### src/sv/u8dcs_pkg.sv
// ----------------------------------------------------------------------------
// u8dcs_pkg
// Shared constants, types and helpers for the UTF-8 control code stripper.
// ----------------------------------------------------------------------------
`timescale 1ns / 1ps

package u8dcs_pkg;

    // Longest accepted UTF-8 sequence and the number of bytes held before the last one.
    localparam int MAX_SEQ_BYTES = 6;
    localparam int HOLD_DEPTH    = MAX_SEQ_BYTES - 1;
    localparam int CNT_W         = 3;
    localparam int IDX_W         = $clog2(HOLD_DEPTH);
    localparam int CODE_W        = 31;

    // Byte values and masks.
    localparam logic [7:0] SELECTOR_BYTE = 8'h15;
    localparam logic [7:0] NEWLINE_BYTE  = 8'h0A;
    localparam logic [7:0] ASCII_LIMIT   = 8'h80;
    localparam logic [7:0] CONT_MASK     = 8'hC0;
    localparam logic [7:0] CONT_TAG      = 8'h80;
    localparam logic [7:0] PAYLOAD_MASK  = 8'h3F;

    // Control code points.
    localparam logic [CODE_W-1:0] CODE_EMPH_ON  = 31'h0000_E086;
    localparam logic [CODE_W-1:0] CODE_EMPH_OFF = 31'h0000_E087;
    localparam logic [CODE_W-1:0] CODE_NEWLINE  = 31'h0000_E08A;

    // Controller states.
    typedef enum logic [0:0] {
        ST_IDLE,
        ST_EMIT
    } ctrl_state_t;

    // Commands from the controller to the datapath.
    typedef struct packed {
        logic load;
        logic advance;
    } dp_cmd_t;

    // Status from the datapath to the controller.
    typedef struct packed {
        logic plan_nonempty;
        logic last_entry;
    } dp_status_t;

    // Decoded lead byte: continuation bytes expected and payload mask.
    typedef struct packed {
        logic [CNT_W-1:0] need;
        logic [7:0]       mask;
    } lead_info_t;

    function automatic lead_info_t decode_lead(input logic [7:0] c);
        lead_info_t info;
        info.need = '0;
        info.mask = '0;
        if (c[7:5] == 3'b110) begin
            info.need = 3'd1;
            info.mask = 8'h1F;
        end
        else if (c[7:4] == 4'b1110) begin
            info.need = 3'd2;
            info.mask = 8'h0F;
        end
        else if (c[7:3] == 5'b11110) begin
            info.need = 3'd3;
            info.mask = 8'h07;
        end
        else if (c[7:2] == 6'b111110) begin
            info.need = 3'd4;
            info.mask = 8'h03;
        end
        else if (c[7:1] == 7'b1111110) begin
            info.need = 3'd5;
            info.mask = 8'h01;
        end
        return info;
    endfunction

endpackage

### src/sv/u8dcs_in_if.sv
// ----------------------------------------------------------------------------
// u8dcs_in_if
// Input channel: one string byte per transaction.
// ----------------------------------------------------------------------------
`timescale 1ns / 1ps

interface u8dcs_in_if;
    logic       valid;
    logic       ready;
    logic [7:0] in_byte;
    logic       first_of_string;

    modport source (output valid, output in_byte, output first_of_string, input ready);
    modport sink   (input valid, input in_byte, input first_of_string, output ready);
endinterface

### src/sv/u8dcs_out_if.sv
// ----------------------------------------------------------------------------
// u8dcs_out_if
// Output channel: one cleaned byte or end marker per transaction.
// ----------------------------------------------------------------------------
`timescale 1ns / 1ps

interface u8dcs_out_if;
    logic       valid;
    logic       ready;
    logic [7:0] out_byte;
    logic       byte_present;
    logic       end_of_string;
    logic       last_of_run;

    modport source (output valid, output out_byte, output byte_present,
                    output end_of_string, output last_of_run, input ready);
    modport sink   (input valid, input out_byte, input byte_present,
                    input end_of_string, input last_of_run, output ready);
endinterface

### src/sv/utf8_dvb_control_code_stripper_unit.sv
// ----------------------------------------------------------------------------
// utf8_dvb_control_code_stripper_unit
// Strips DVB control codes from a UTF-8 byte string, one byte per transaction.
// ----------------------------------------------------------------------------
// Usage:
//   in_ch carries one string byte per transaction with first_of_string marking
//   the head of a string. out_ch carries the cleaned bytes; a transaction with
//   byte_present low and end_of_string high is the terminator marker, and
//   last_of_run flags the final result caused by one input byte.
// Timing:
//   Results appear the cycle after the input transaction. A byte that causes
//   no result leaves the input free for the next byte. The k results of one
//   byte (k up to 6, the flushed held bytes of a malformed or completed
//   sequence plus one) drain one entry per cycle while out_ch.ready is high,
//   and the next input byte is taken in the cycle the last result is taken.
// Reset:
//   rst_n clears the pending sequence and the result list; the held bytes are
//   rewritten before they are ever read.
// Stall:
//   While a result is pending and out_ch.ready is low, the result holds and
//   in_ch.ready is low, so no input is taken until the last result leaves.
// ----------------------------------------------------------------------------
`timescale 1ns / 1ps

module utf8_dvb_control_code_stripper_unit (
    input  logic         clk,
    input  logic         rst_n,
    u8dcs_in_if.sink     in_ch,
    u8dcs_out_if.source  out_ch
);
    import u8dcs_pkg::*;

    dp_cmd_t    cmd;
    dp_status_t status;

    // Handshake sequencing.
    u8dcs_ctrl u_ctrl (
        .clk       (clk),
        .rst_n     (rst_n),
        .in_valid  (in_ch.valid),
        .in_ready  (in_ch.ready),
        .out_valid (out_ch.valid),
        .out_ready (out_ch.ready),
        .status    (status),
        .cmd       (cmd)
    );

    // Decoder and result list.
    u8dcs_datapath u_datapath (
        .clk             (clk),
        .rst_n           (rst_n),
        .cmd             (cmd),
        .status          (status),
        .in_byte         (in_ch.in_byte),
        .first_of_string (in_ch.first_of_string),
        .out_byte        (out_ch.out_byte),
        .byte_present    (out_ch.byte_present),
        .end_of_string   (out_ch.end_of_string),
        .last_of_run     (out_ch.last_of_run)
    );

endmodule

### src/sv/u8dcs_ctrl.sv
// ----------------------------------------------------------------------------
// u8dcs_ctrl
// Controller: takes input transactions and steps through the result list.
// ----------------------------------------------------------------------------
`timescale 1ns / 1ps

module u8dcs_ctrl (
    input  logic                 clk,
    input  logic                 rst_n,
    input  logic                 in_valid,
    output logic                 in_ready,
    output logic                 out_valid,
    input  logic                 out_ready,
    input  u8dcs_pkg::dp_status_t status,
    output u8dcs_pkg::dp_cmd_t    cmd
);
    import u8dcs_pkg::*;

    ctrl_state_t state_reg;
    ctrl_state_t state_next;

    // State register.
    always_ff @(posedge clk or negedge rst_n)
    begin
        if (!rst_n)
        begin
            state_reg <= ST_IDLE;
        end
        else
        begin
            state_reg <= state_next;
        end
    end

    // Next state and commands. A new byte is taken when idle or as the last result leaves.
    always_comb
    begin
        state_next  = state_reg;
        out_valid   = 1'b0;
        in_ready    = 1'b0;
        cmd.load    = 1'b0;
        cmd.advance = 1'b0;
        case (state_reg)
            ST_IDLE:
            begin
                in_ready = 1'b1;
                cmd.load = in_valid;
                if (in_valid && status.plan_nonempty)
                begin
                    state_next = ST_EMIT;
                end
            end
            ST_EMIT:
            begin
                out_valid   = 1'b1;
                cmd.advance = out_ready;
                in_ready    = out_ready && status.last_entry;
                cmd.load    = in_valid && in_ready;
                if (out_ready && status.last_entry)
                begin
                    if (in_valid && status.plan_nonempty)
                    begin
                        state_next = ST_EMIT;
                    end
                    else
                    begin
                        state_next = ST_IDLE;
                    end
                end
            end
            default:
            begin
                state_next = ST_IDLE;
            end
        endcase
    end

endmodule

### src/sv/u8dcs_datapath.sv
// ----------------------------------------------------------------------------
// u8dcs_datapath
// Sequence decoder state, result list registers and output selection.
// ----------------------------------------------------------------------------
`timescale 1ns / 1ps

module u8dcs_datapath (
    input  logic                  clk,
    input  logic                  rst_n,
    input  u8dcs_pkg::dp_cmd_t    cmd,
    output u8dcs_pkg::dp_status_t status,
    input  logic [7:0]            in_byte,
    input  logic                  first_of_string,
    output logic [7:0]            out_byte,
    output logic                  byte_present,
    output logic                  end_of_string,
    output logic                  last_of_run
);
    import u8dcs_pkg::*;

    // Decoder state.
    logic [7:0]        held_reg [HOLD_DEPTH];
    logic [7:0]        held_next [HOLD_DEPTH];
    logic [CNT_W-1:0]  held_cnt_reg, held_cnt_next;
    logic [CNT_W-1:0]  need_reg, need_next;
    logic [CODE_W-1:0] accum_reg, accum_next;

    // Result list: flushed bytes followed by an optional final entry.
    logic [7:0]        snap_reg [HOLD_DEPTH];
    logic [CNT_W-1:0]  flush_cnt_reg, flush_cnt_next;
    logic              fin_valid_reg, fin_valid_next;
    logic [7:0]        fin_byte_reg, fin_byte_next;
    logic              fin_present_reg, fin_present_next;
    logic              fin_end_reg, fin_end_next;
    logic [CNT_W-1:0]  idx_reg;

    // Working values.
    logic [CNT_W-1:0]  held_cnt_eff;
    logic [CNT_W-1:0]  need_eff;
    logic [CODE_W-1:0] accum_eff;
    logic [CODE_W-1:0] accum_cont;
    logic [CNT_W-1:0]  need_dec;
    logic              do_fresh;
    lead_info_t        lead;
    logic [CNT_W-1:0]  total_cnt;

    assign lead = decode_lead(in_byte);

    // Decode the incoming byte against the pending sequence.
    always_comb
    begin
        held_cnt_eff     = first_of_string ? '0 : held_cnt_reg;
        need_eff         = first_of_string ? '0 : need_reg;
        accum_eff        = first_of_string ? '0 : accum_reg;
        accum_cont       = {accum_eff[CODE_W-7:0], in_byte[5:0] & PAYLOAD_MASK[5:0]};
        need_dec         = need_eff - 1'b1;
        held_next        = held_reg;
        held_cnt_next    = held_cnt_eff;
        need_next        = need_eff;
        accum_next       = accum_eff;
        flush_cnt_next   = '0;
        fin_valid_next   = 1'b0;
        fin_byte_next    = in_byte;
        fin_present_next = 1'b1;
        fin_end_next     = 1'b0;
        do_fresh         = 1'b0;

        if (first_of_string && (in_byte == SELECTOR_BYTE))
        begin
            // Selector byte at the head of a string is dropped.
        end
        else if (need_eff == '0)
        begin
            do_fresh = 1'b1;
        end
        else if ((in_byte & CONT_MASK) == CONT_TAG)
        begin
            if (need_dec != '0)
            begin
                need_next  = need_dec;
                accum_next = accum_cont;
                if (held_cnt_eff < CNT_W'(HOLD_DEPTH))
                begin
                    held_next[held_cnt_eff[IDX_W-1:0]] = in_byte;
                    held_cnt_next = held_cnt_eff + 1'b1;
                end
            end
            else
            begin
                held_cnt_next = '0;
                need_next     = '0;
                accum_next    = '0;
                if ((accum_cont == CODE_EMPH_ON) || (accum_cont == CODE_EMPH_OFF))
                begin
                    // Emphasis control codes vanish.
                end
                else if (accum_cont == CODE_NEWLINE)
                begin
                    fin_valid_next = 1'b1;
                    fin_byte_next  = NEWLINE_BYTE;
                end
                else
                begin
                    flush_cnt_next = held_cnt_eff;
                    fin_valid_next = 1'b1;
                end
            end
        end
        else
        begin
            // Malformed sequence: flush what is held, then restart on this byte.
            flush_cnt_next = held_cnt_eff;
            held_cnt_next  = '0;
            need_next      = '0;
            accum_next     = '0;
            do_fresh       = 1'b1;
        end

        // Fresh start on a byte outside any sequence.
        if (do_fresh)
        begin
            if (in_byte == '0)
            begin
                fin_valid_next   = 1'b1;
                fin_present_next = 1'b0;
                fin_end_next     = 1'b1;
            end
            else if (in_byte < ASCII_LIMIT)
            begin
                fin_valid_next = 1'b1;
            end
            else if ((lead.need != '0) && (lead.need <= CNT_W'(HOLD_DEPTH)))
            begin
                held_next[0]  = in_byte;
                held_cnt_next = CNT_W'(1);
                need_next     = lead.need;
                accum_next    = CODE_W'(in_byte & lead.mask);
            end
            else
            begin
                fin_valid_next = 1'b1;
            end
        end
    end

    // Control registers.
    always_ff @(posedge clk or negedge rst_n)
    begin
        if (!rst_n)
        begin
            held_cnt_reg  <= '0;
            need_reg      <= '0;
            accum_reg     <= '0;
            flush_cnt_reg <= '0;
            fin_valid_reg <= 1'b0;
            idx_reg       <= '0;
        end
        else if (cmd.load)
        begin
            held_cnt_reg  <= held_cnt_next;
            need_reg      <= need_next;
            accum_reg     <= accum_next;
            flush_cnt_reg <= flush_cnt_next;
            fin_valid_reg <= fin_valid_next;
            idx_reg       <= '0;
        end
        else if (cmd.advance)
        begin
            idx_reg <= idx_reg + 1'b1;
        end
    end

    // Payload registers.
    always_ff @(posedge clk)
    begin
        if (cmd.load)
        begin
            held_reg        <= held_next;
            snap_reg        <= held_reg;
            fin_byte_reg    <= fin_byte_next;
            fin_present_reg <= fin_present_next;
            fin_end_reg     <= fin_end_next;
        end
    end

    // Status and result selection.
    assign total_cnt            = flush_cnt_reg + CNT_W'(fin_valid_reg);
    assign status.plan_nonempty = (flush_cnt_next != '0) || fin_valid_next;
    assign status.last_entry    = (idx_reg == (total_cnt - 1'b1));

    always_comb
    begin
        if (idx_reg < flush_cnt_reg)
        begin
            out_byte      = snap_reg[idx_reg[IDX_W-1:0]];
            byte_present  = 1'b1;
            end_of_string = 1'b0;
        end
        else
        begin
            out_byte      = fin_byte_reg;
            byte_present  = fin_present_reg;
            end_of_string = fin_end_reg;
        end
        last_of_run = status.last_entry;
    end

endmodule

### src/flat_wrapper.sv
// flat-port wrapper written by rule: the top's interface ports become plain ports
module utf8_dvb_control_code_stripper_unit_flat import u8dcs_pkg::*;
  (clk, rst_n, in_ch_valid, in_ch_in_byte, in_ch_first_of_string, in_ch_ready, out_ch_valid, out_ch_out_byte, out_ch_byte_present, out_ch_end_of_string, out_ch_last_of_run, out_ch_ready);
  u8dcs_in_if in_ch_i ();
  u8dcs_out_if out_ch_i ();
  input  logic clk;
  input  logic rst_n;
  input wire logic [$bits(in_ch_i.valid)-1:0] in_ch_valid;
  input wire logic [$bits(in_ch_i.in_byte)-1:0] in_ch_in_byte;
  input wire logic [$bits(in_ch_i.first_of_string)-1:0] in_ch_first_of_string;
  output wire logic [$bits(in_ch_i.ready)-1:0] in_ch_ready;
  output wire logic [$bits(out_ch_i.valid)-1:0] out_ch_valid;
  output wire logic [$bits(out_ch_i.out_byte)-1:0] out_ch_out_byte;
  output wire logic [$bits(out_ch_i.byte_present)-1:0] out_ch_byte_present;
  output wire logic [$bits(out_ch_i.end_of_string)-1:0] out_ch_end_of_string;
  output wire logic [$bits(out_ch_i.last_of_run)-1:0] out_ch_last_of_run;
  input wire logic [$bits(out_ch_i.ready)-1:0] out_ch_ready;
  assign in_ch_i.valid = in_ch_valid;
  assign in_ch_i.in_byte = in_ch_in_byte;
  assign in_ch_i.first_of_string = in_ch_first_of_string;
  assign in_ch_ready = in_ch_i.ready;
  assign out_ch_valid = out_ch_i.valid;
  assign out_ch_out_byte = out_ch_i.out_byte;
  assign out_ch_byte_present = out_ch_i.byte_present;
  assign out_ch_end_of_string = out_ch_i.end_of_string;
  assign out_ch_last_of_run = out_ch_i.last_of_run;
  assign out_ch_i.ready = out_ch_ready;
  utf8_dvb_control_code_stripper_unit u_core (.clk(clk), .rst_n(rst_n), .in_ch(in_ch_i), .out_ch(out_ch_i));
endmodule
### config.mk
export PLATFORM = sky130hd
export DESIGN_NAME = utf8_dvb_control_code_stripper_unit_flat
export DESIGN_NICKNAME = d
export VERILOG_FILES = /design/src/sv/u8dcs_pkg.sv /design/src/sv/u8dcs_in_if.sv /design/src/sv/u8dcs_out_if.sv /design/src/sv/utf8_dvb_control_code_stripper_unit.sv /design/src/sv/u8dcs_ctrl.sv /design/src/sv/u8dcs_datapath.sv /design/src/flat_wrapper.sv
export SDC_FILE = /design/constraint.sdc
export NUM_CORES = 1
export LEC_CHECK = 0
export BUFFER_PORTS_ARGS = -buffer_cell sky130_fd_sc_hd__buf_2
export CAP_MARGIN = 20
export CORE_ASPECT_RATIO = 0.5
export CORE_MARGIN = 4
export CORE_UTILIZATION = 56
export DETAILED_ROUTE_END_ITERATION = 12
export PLACE_DENSITY = 0.75
export SETUP_SLACK_MARGIN = 0.3
export SLEW_MARGIN = 40
export SYNTH_ARGS = -nofsm -noshare
export SYNTH_HDL_FRONTEND = slang
export SYNTH_SLANG_ARGS = --single-unit
### constraint.sdc
create_clock -name clk -period 7.4 [get_ports clk]
set_input_delay 1.11 -clock clk [delete_from_list [all_inputs] [get_ports clk]]
set_output_delay 1.11 -clock clk [all_outputs]
set_load 0.1 [all_outputs]
## Yosys cells after proc, flatten, opt, wreduce, memory -nomap -nowiden

Cells that the tools add are included.
Widths: inputs -> output; s select.

| word-level totals | value |
|---|---|
| output and inout port bits | 13 |
| register bits after elaboration | 135 |

| cells by class | value |
|---|---|
| bitwise operators | 6 |
| equal/unequal tests | 11 |
| add/sub/neg operators | 5 |
| magnitude comparators | 7 |
| muxes and demuxes | 86 |
| reduce and logical (&&, ||, !) cells | 15 |

Operators with widths:

| operator | number |
|---|---|
| $mux 31 | 9 |
| $mux 40 | 5 |
| $mux 8 | 14 |
| $eq 31x16->1 const B | 3 |
| $mux 3 | 27 |
| $mux 11 | 5 |
| $bwmux 40 | 1 |
| $bmux 8 s3 | 1 |
| $demux 8 s3 | 1 |
| $mux 1 | 20 |
| $reduce_bool 3->1 | 3 |
| $and 8x8->8 | 1 |
| $eq 8x5->1 const B | 1 |
| $ge 4x4->1 const B | 2 |
| $logic_not 8->1 | 1 |
| $lt 8x8->1 const B | 1 |
| $not 3->4 | 2 |
| $eq 7x7->1 const B | 1 |
| $add 3x1->3 const B | 2 |
| $eq 6x6->1 const B | 1 |
| $logic_and 1x1->1 | 6 |
| $pmux 1 s2 | 3 |
| $reduce_and 6->1 | 1 |
| $sub 3x1->3 const B | 2 |
| 14 further kinds | 17 |

## Longest topological paths before layout

Gate-level depths: netlist of run 1.

| depth | value |
|---|---|
| depth in word-level cells | 17 |
| depth in mapped cells | 11 |
| mapped depth without buffers | 9 |

## Hierarchy

A second synthesis of run 1 with hierarchy kept.

| second synthesis, totals | value |
|---|---|
| cell total of the unflattened synthesis | 367 |
| area total of the unflattened synthesis | 5407.7 sq um |

By module, submodules not included:

| module | seq. area each (sq um) | instances | area an instance (sq um) | cells an instance |
|---|---|---|---|---|
| u8dcs_datapath | 3653.5 | 1 | 5338.9 | 361 |
| u8dcs_ctrl | 25.0 | 1 | 68.8 | 6 |

## Worst setup path before layout of run 1

Ideal clock, no wire load.

| timing | value |
|---|---|
| path type | reg2out |
| start point | reg u_core.u_datapath.idx_reg[0] |
| end point | out out_ch_out_byte[0] |
| cell stages (with the launch flop) | 5 |
| arrival time | 3.572 ns |
| slack | 2.718 ns |
| data required time | 6.290 ns |
| cell sequence | dfrtp_1 buf_1 nor3_1 a22oi_1 o21ai_0 |

| between the ends | value |
|---|---|
| word-level cells in the longest chain between the ends | 5 |

RTL lines:

| item | line | source |
|---|---|---|
| start, declared | u8dcs_datapath.sv:35 | `logic [CNT_W-1:0] idx_reg;` |
| start signal, assigned | u8dcs_datapath.sv:169 | `idx_reg <= idx_reg + 1'b1;` |
| $not 3->4 (implied by the code) | u8dcs_datapath.sv:195 | `out_byte = snap_reg[idx_reg[IDX_W-1:0]];` |
| $bmux 8 s3 | u8dcs_datapath.sv:195 |  |
| $mux 8 (implied by the code) (2 in series) | u8dcs_datapath.sv:195 |  |
| $mux 8 (*) | u8dcs_datapath.sv:193 | `if (idx_reg < flush_cnt_reg)` |
| end, declared | flat_wrapper.sv:13 | `output wire logic [$bits(out_ch_i.out_byte)-1:0] out_ch_out_byte;` |

Mark *: on every way between the ends. The rest lies on a longest branch, timed or not. The select of a mux whose other input is x is not followed.

## Final worst setup path of run 1

| timing | value |
|---|---|
| start point | reg u_core.u_datapath.idx_reg[1] |
| end point | out out_ch_out_byte[7] |

The elaborated chain is that of the path after synthesis.

==> results of run 1 <==
## how the worst min path moves through the flow
stage / startpoint / endpoint / slack (ns) / depth (start not counted)
global route: flip-flop / u_core.u_datapath.snap_reg[10] / 0.42 / 0
floorplan: flip-flop / u_core.u_datapath.snap_reg[0] / 0.40 / 0
global placement: flip-flop / u_core.u_datapath.snap_reg[1] / 0.40 / 0
detailed placement: flip-flop / u_core.u_datapath.snap_reg[19] / 0.40 / 0
finish: flip-flop / u_core.u_datapath.snap_reg[19] / 0.41 / 0
CTS: flip-flop / u_core.u_datapath.snap_reg[19] / 0.42 / 0
## area by class of cell
class                   instances  area share
clock inverters                15      0.0270
well taps                     130      0.0262
clock buffers                  17      0.0685
inverters                      16      0.0101
multi-input cells             205       0.254
flip-flops and latches        129       0.593
repair buffers                 26      0.0218
## synth_stat cells, types with 2 or more instances
cell type  instances
a32o_1             3
mux2_2             7
nor4_1             6
nor2b_1            7
buf_2              2
mux4_2             8
nand2_1           31
edfxtp_1          90
inv_1             14
a21o_1             2
o31ai_1            3
buf_4              3
nand3_1            6
clkbuf_1          14
nor2_1             8
nor4b_1            4
nor3b_1            3
o21ai_0           23
nand4_1            3
a22oi_1            9
a22o_1            22
dfrtp_1           39
o22a_1             2
a21oi_1           16
and2_1             2
nor3_1             5
xor2_1             2
nand2b_1           3
ha_1               9
## per-layer routing
| layer | share of wire | GRT usage | vias up | wire length [um] |
|---|---|---|---|---|
| li1 | - | - | 1481 | - |
| met1 | 0.44 | 0.280 | 1654 | 4990 |
| met2 | 0.50 | 0.346 | 78 | 5640 |
| met3 | 0.053 | 0.0636 | 4 | 597 |
| met4 | 0.0028 | 0.0629 | 0 | 31 |
| met5 | 0 | 0 | - | 0 |
## cell families (layout without fill, tap and decap cells)
| kind of cell | after synthesis | count (layout) | share of synthesized area |
|---|---|---|---|
| AO/OA/AOI/OAI | 93 | 93 | 0.124 |
| XOR/XNOR | 3 | 3 | 0.00744 |
| adder cells (fa/ha/maj) | 9 | 9 | 0.0209 |
| buffers and inverters | 38 | 74 | 0.0312 |
| flip-flops | 129 | 129 | 0.684 |
| multiplexers | 15 | 15 | 0.0481 |
| AND/OR/NAND/NOR | 85 | 85 | 0.0849 |
## through the flow
step | worst slack [ns] | area [um^2]
final | 3.33 | 6210
after floorplan | 2.72 | 5380
after detailed placement | 3.22 | 5610
after global routing | 3.20 | 6210
after global placement | 3.15 | 5580
after CTS | 3.29 | 6200
## cell usage in the layout, fill, tap and decap left out, drive strengths merged, types with 7 or more instances in the layout
| cell type | netlist | final |
|---|---|---|
| a21oi | 17 | 17 |
| a22o | 22 | 22 |
| a22oi | 9 | 9 |
| buf | 7 | 26 |
| clkbuf | 15 | 17 |
| dfrtp | 39 | 39 |
| edfxtp | 90 | 90 |
| ha | 9 | 9 |
| inv | 15 | 23 |
| mux2 | 7 | 7 |
| mux4 | 8 | 8 |
| nand2 | 32 | 32 |
| nor2 | 9 | 9 |
| nor2b | 7 | 7 |
| o21ai | 23 | 23 |
## where the power goes
part | total, mW | internal [mW] | switching, mW
clock network | 0.829 | 0.505 | 0.324
registers | 1.01 | 0.913 | 0.0948
logic | 0.795 | 0.200 | 0.595
## worst max-delay path, stage by stage (launching register included)
cell     delay (ns)
dfrtp_1        0.79
ha_1           0.36
a21o_1         0.16
a21o_1         0.41
o21ai_0        0.34
buf_2          0.49
==> metrics list, run 1 <==
- Initial cell density of the core: 0.595
- In this run the post-CTS setup repair buffer count came out at 0.
* PD cells: 424 nW/um^2
- The tightest hold path in the finished design has a slack of 0.414 ns.
- In this run the count of I/O pins placed on the die edge is 26.
- Along the worst path, the maximum fanout reaches 18.
- The pre-antenna-repair detailed-routing pass consisted of 6 iterations.
- Share of final-layout standard cells stronger than drive strength 1: 0.213
* Mean area per synthesized cell: 14.5 um^2
- Clock tree synthesis selected as its root buffer the cell clkbuf_16.
- Startpoint type of the worst setup path: flip-flop
- Clock skew after layout: 0.00868 ns
- Hold repair after CTS inserted 0 buffers.
- Placer's final routability congestion estimate: 0.804
- Headroom to the max-slew limit came out at 0.469.
* Die height: 77.3 um
- In this run, the number of DRC markers left after iteration 0 of detailed routing was 290.
- Area of all sequential standard cells: 3680 um^2
* Worst path required time: 6.29 ns
* Sum of negative setup slack: 0 ns
- The share of synthesized area in the top cell type comes to 0.502.
- The path class of the tightest hold or removal check is reg2reg.
- Yosys mapped a number of flops with a built-in enable equal to 90.
* CTS Sinks: 129
* Tightest Pin Transition: 0.797 ns
- The worst setup path is of the reg2out kind.
* Synthesized instance count: 372
- In this run the worst setup path terminates at out_ch_out_byte[7].
- Setup slack of the worst register-to-register path: 3.92 ns
* Mapped cell area: 5380 um^2
- Max Cap Viol: 0
- TritonCTS created 17 clock buffers.
* Unique cell type count in the Yosys netlist: 55
- ANT cells: 0
- The worst register-to-register path has a depth of 8.
* Via total after detailed routing: 3217
- Yosys reg bits: 129
- Area of the placeable core: 9040 um^2
- After clock tree synthesis, the repair step resized 0 gates.
- Largest net degree at the start of global routing: 65
* Fmax: 245 MHz
- The H-tree generated during clock tree synthesis spans 4 levels.
- Width of the die: 147 um
* Rows: 24
* Number of fill cells in the layout: 623
- Setup repair after global routing left no endpoint under its margin.
- Once layout is complete, the cells apart from fillers number 538.
* Wire length per cell after detailed routing: 20.9 um
- Summing internal, switching and leakage power gives 2.63 mW.
- Area grow syn2layout: 15.4%
* Hold violation total from the final report: 0
- The die covers 11300 um^2.
- Tracing the worst setup path back leads to its startpoint at u_core.u_datapath.idx_reg[1].
- Proportion of synthesized flip-flops having asynchronous set or reset: 0.302
- Run status: complete, no violations
* Area of the multi-input gates: 1580 um^2
- The detail route stage leaves a number of antenna-violating nets equal to 0.
- The Yosys step of the flow raised 0 warnings.
* Dpl hpwl: 7060 um
- Worst vdd ir: 0.199 mV
* Cell types with the largest area share after synthesis: edfxtp_1 50%, dfrtp_1 18%, a22o_1 3.6%, mux4_2 3.3%, nand2_1 2.2%
- Counting along the longest clock path gives a buffer depth of 2.
- Clock insertion delay at the later pin of the skew report: 0.41 ns
- Global route overflow: 0
- CP Capture Type: primary output
* Register clock-pin slew on the reported worst setup and hold paths: 0.06 ns
- Count of pins over their slew limit: 0
* Via density per instance: 5.98
* Fraction of the yosys area taken by sequential cells: 0.684
- Among all flip-flop cells after synthesis, the most frequent one is edfxtp_1.
- Setup-failing EPs final: 0
- Synth area leader: edfxtp_1
- After the last flow step, the layout net total stands at 417.
* DR DRC count: 0
* Worst EP arrival: 2.96 ns
* Leak pwr: 2.32 nW
- Input/output buffers: 25
* Wire length after detailed routing: 11300 um
- Utilization after layout: 0.687
- In this run the critical register-to-register path is launched from u_core.u_datapath.flush_cnt_reg[0].
- The number of global-route vias before repair came to 3354.
- In the global route stage, overall resource usage came out at 0.212.
- Mapped Nets: 394
* Share of the clock period used by the worst path after layout: 0.551
- TritonCTS built the clock tree.
- Counting I/O delays and the setup requirement, the final critical path takes 4.07 ns.
* Initial antenna violation count: 0
* Total placed cells including tap cells: 506
- First-pass GRT wire length: 18100 um
No activity file was read; power rests on OpenSTA's default activity.
==> run 2, diff against run 1 <==
clock period = 3.9 ns   (was 7.4 ns; I/O delays follow)
==> run 2 against run 1 <==
Count of clock-buffer cells in the layout rose by 1. Core utilization is 0.97 points higher. Via count is 2.4% higher. Clock power increased by 100%. Critical path type unchanged. Wire length is 1.6% higher. Clock skew increased by 0.0011 ns.
==> metrics list, run 2 (synthesis results as in run 1) <==
- Number of setup buffers added after CTS: 0 (unchanged)
* PD cells: 818 nW/um^2 (+93%)
- Clock skew after layout: 0.00980 ns (+0.00112 ns)
- The die outline area was 11300 um^2 (unchanged).
- Total placed cells including tap cells: 514 (+1.6%)
- The power consumption came to 5.15 mW (+96%).
* Tightest Pin Transition: 0.718 ns (-0.0786 ns)
- The count of vias placed by the detailed router was 3295 (+2.4%).
- The worst max-slew margin expressed relative to the limit was 0.516 (+0.0473).
* CP max stage delay: 0.61 ns (-0.18 ns)
* DRC marker count from the first detailed-route iteration: 266 (-8.3%)
- The maximum level of the CTS H-tree was 4 (unchanged).
* CP Capture Type: primary output
- The internal reg-to-reg setup slack is 0.91 ns (-3.01 ns).
- The worst register-to-register path begins at u_core.u_datapath.flush_cnt_reg[0].
* Classification of the worst setup path: reg2out
* Share of final-layout standard cells stronger than drive strength 1: 0.216 (+0.00311)
- Initial antenna violation count: 0 (unchanged)
- The total count of max-transition violations in the final report is 0 (unchanged).
- Width of the die: 147 um (unchanged)
- The post-cts repair resize count is 0 (unchanged).
- The setup-violating endpoint count in the final report came to 0 (unchanged).
- Hold buffers post-CTS: 0 (unchanged)
- The peak ir drop on the vdd network was 0.381 mV (+91%).
- Area of the multi-input gates: 1550 um^2 (-1.7%)
- The top cell types in the final layout, fill and taps aside, are 90 x edfxtp_1, 39 x dfrtp_1, 31 x nand2_1, 25 x buf_2, 22 x a22o_1.
* Count of cells along the worst register-to-register path: 9 (+1)
- The critical path data required time came to 3.31 ns (-2.98 ns).
* CP Buf/Inv Count: 1 (unchanged)
- Global route overflow: 0 (unchanged)
- Among all stages on the critical path, the largest delay is contributed by dfrtp_1.
- Area of the placeable core: 9040 um^2 (unchanged)
- The post-detailed-route via-to-cell ratio is 6.03 (+0.92%).
* Number of fill cells in the layout: 575 (-7.7%)
- Die height: 77.3 um (unchanged)
* Max Cap Viol: 0 (unchanged)
- Count of pins on the block boundary: 26 (unchanged)
* Wire length after detailed routing: 11400 um (+1.6%)
* Wire length per cell after detailed routing: 20.9 um (about the same)
- Top routing layer used: met4
* Tmin final: 3.19 ns
- The number of global-route vias before repair is 3333 (-0.63%).
- RSZ-0062 raised after global routing: false
- The count of nets left with antenna violations after detail routing was 0 (unchanged).
- Broken down by cell family, the worst path's largest delay share belongs to compound AO/OA/AOI/OAI gates.
- DR DRC count: 0 (unchanged)
- The worst setup path is launched from a flip-flop.
* Hold violation total from the final report: 0 (unchanged)
* Placer's final routability congestion estimate: 0.842 (+4.7%)
* Drt pass-1 iters: 5 (-1)
* Fmax: 314 MHz
- Leak pwr: 2.38 nW (+2.4%)
- The met2 wirelength from detailed routing is 5440 um (-3.5%).
* Total clock buffers created by CTS: 17 (unchanged)
- CTS Sinks: 129 (unchanged)
- Worst EP arrival: 2.60 ns (-0.36 ns)
- The number of diodes added for antenna fixing is 0 (unchanged).
- The maximum clock path buffer count is 2 (unchanged).
- Root Buffer Master: clkbuf_16
- Of the available clock period, the critical path in the final layout requires 0.817.
* Min-delay worst type: in2async
- The sequential standard cell area was 3680 um^2 (about the same).
* Crit-path cells: nand2b_1 -> a21o_1 -> a21o_1 -> nand2_1 -> o21ai_1 -> buf_2
* Routed metal-1 wire length: 5090 um (+2.1%)
- The final layout net count was 425 (+1.9%).
* Area grow syn2layout: 17.0%
- Final cell count without fillers: 546 (+1.5%)
- The utilization of the core after routing came to 0.697 (+0.00969).
- Length of routed met3 wiring: 713 um (+19%)
- The setup total negative slack is 0 ns (unchanged).
* First-pass GRT wire length: 18400 um (+1.7%)
- Input/output buffers: 25 (unchanged)
* Clock insertion delay at the later pin of the skew report: 0.42 ns (about the same)
* Largest net degree at the start of global routing: 36 (-45%)
- Rows: 24 (unchanged)
- Tot GR Track Use: 0.219 (+0.00662)
- The initial cell density of the core is 0.595 (unchanged).
- By instance count, the cell type seen most on the critical path is a21o_1.
- Dpl hpwl: 7410 um (+5.0%)
- Most common cell after layout, fill and taps aside: edfxtp_1
* Register clock-pin slew on the reported worst setup and hold paths: 0.06 ns (about the same)
- The run finished with clean final reports.
- TritonCTS clock tree: built
- Peak fanout along the critical path: 18 (unchanged)
-- run 2: cell types whose count changed in the layout (fill, tap and decap cells not counted), sizes merged --
cell	before	now
clkinvlp	1	2
buf	26	34
clkbuf	17	18
inv	23	19
bufinv	2	4
-- run 2: worst reg2reg max path, delay by kind of cell, from the launching register on --
| family | cells | cell delay, ns |
|---|---|---|
| AND/OR/NAND/NOR | 2 | 0.45 |
| adder cells (fa/ha/maj) | 2 | 0.51 |
| AO/OA/AOI/OAI | 1 | 0.33 |
| buffers and inverters | 3 | 0.77 |
| flip-flops | 1 | 0.37 |
| XOR/XNOR | 1 | 0.25 |
-- run 2: worst max-delay path by stage --
| stage | from | slack, ns | cells after the start | end |
|---|---|---|---|---|
| 4_1_cts | u_core.u_datapath.idx_reg[0] | 0.64 | 6 | out_ch_out_byte[6] |
| 5_1_grt | u_core.u_datapath.idx_reg[0] | 0.51 | 6 | out_ch_out_byte[7] |
| 3_5_place_dp | in_ch_first_of_string | 0.45 | 10 | u_core.u_datapath.held_reg[36] |
| 2_1_floorplan | in_ch_first_of_string | 0.37 | 9 | flip-flop |
| 3_3_place_gp | in_ch_first_of_string | 0.61 | 10 | u_core.u_datapath.held_reg[32] |
| 6_report | u_core.u_datapath.idx_reg[0] | 0.71 | 6 | out_ch_out_byte[6] |
-- run 2: stage by stage --
step | hold WS (ns) | instance area [um^2] | worst slack, ns
after floorplan | 0.289 | 5380 | 0.374
after global placement | 0.401 | 5640 | 0.607
after detailed placement | 0.405 | 5660 | 0.448
after CTS | 0.108 | 6300 | 0.641
after global routing | 0.123 | 6300 | 0.506
final | 0.103 | 6300 | 0.713
-- run 2: metal layers --
metal	track usage	up-vias
met5	0	-
met4	0.0797	0
met3	0.0665	20
met2	0.340	114
met1	0.296	1660
li1	-	1501
-- run 2: layout make-up --
type	count	share of cell area
Clock buffer	18	0.0682
Inverter	16	0.00994
Tap cell	130	0.0258
Sequential cell	129	0.584
Timing Repair Buffer	34	0.0338
Clock inverter	14	0.0322
Multi-Input combinational cell	205	0.246
-- run 2: power breakdown --
| group | leakage (nW) | switching [mW] | total [mW] | internal (mW) |
|---|---|---|---|---|
| Combinational | 0.735 | 1.18 | 1.58 | 0.403 |
| Clock | 0.301 | 0.609 | 1.69 | 1.08 |
| Sequential | 1.34 | 0.147 | 1.88 | 1.73 |
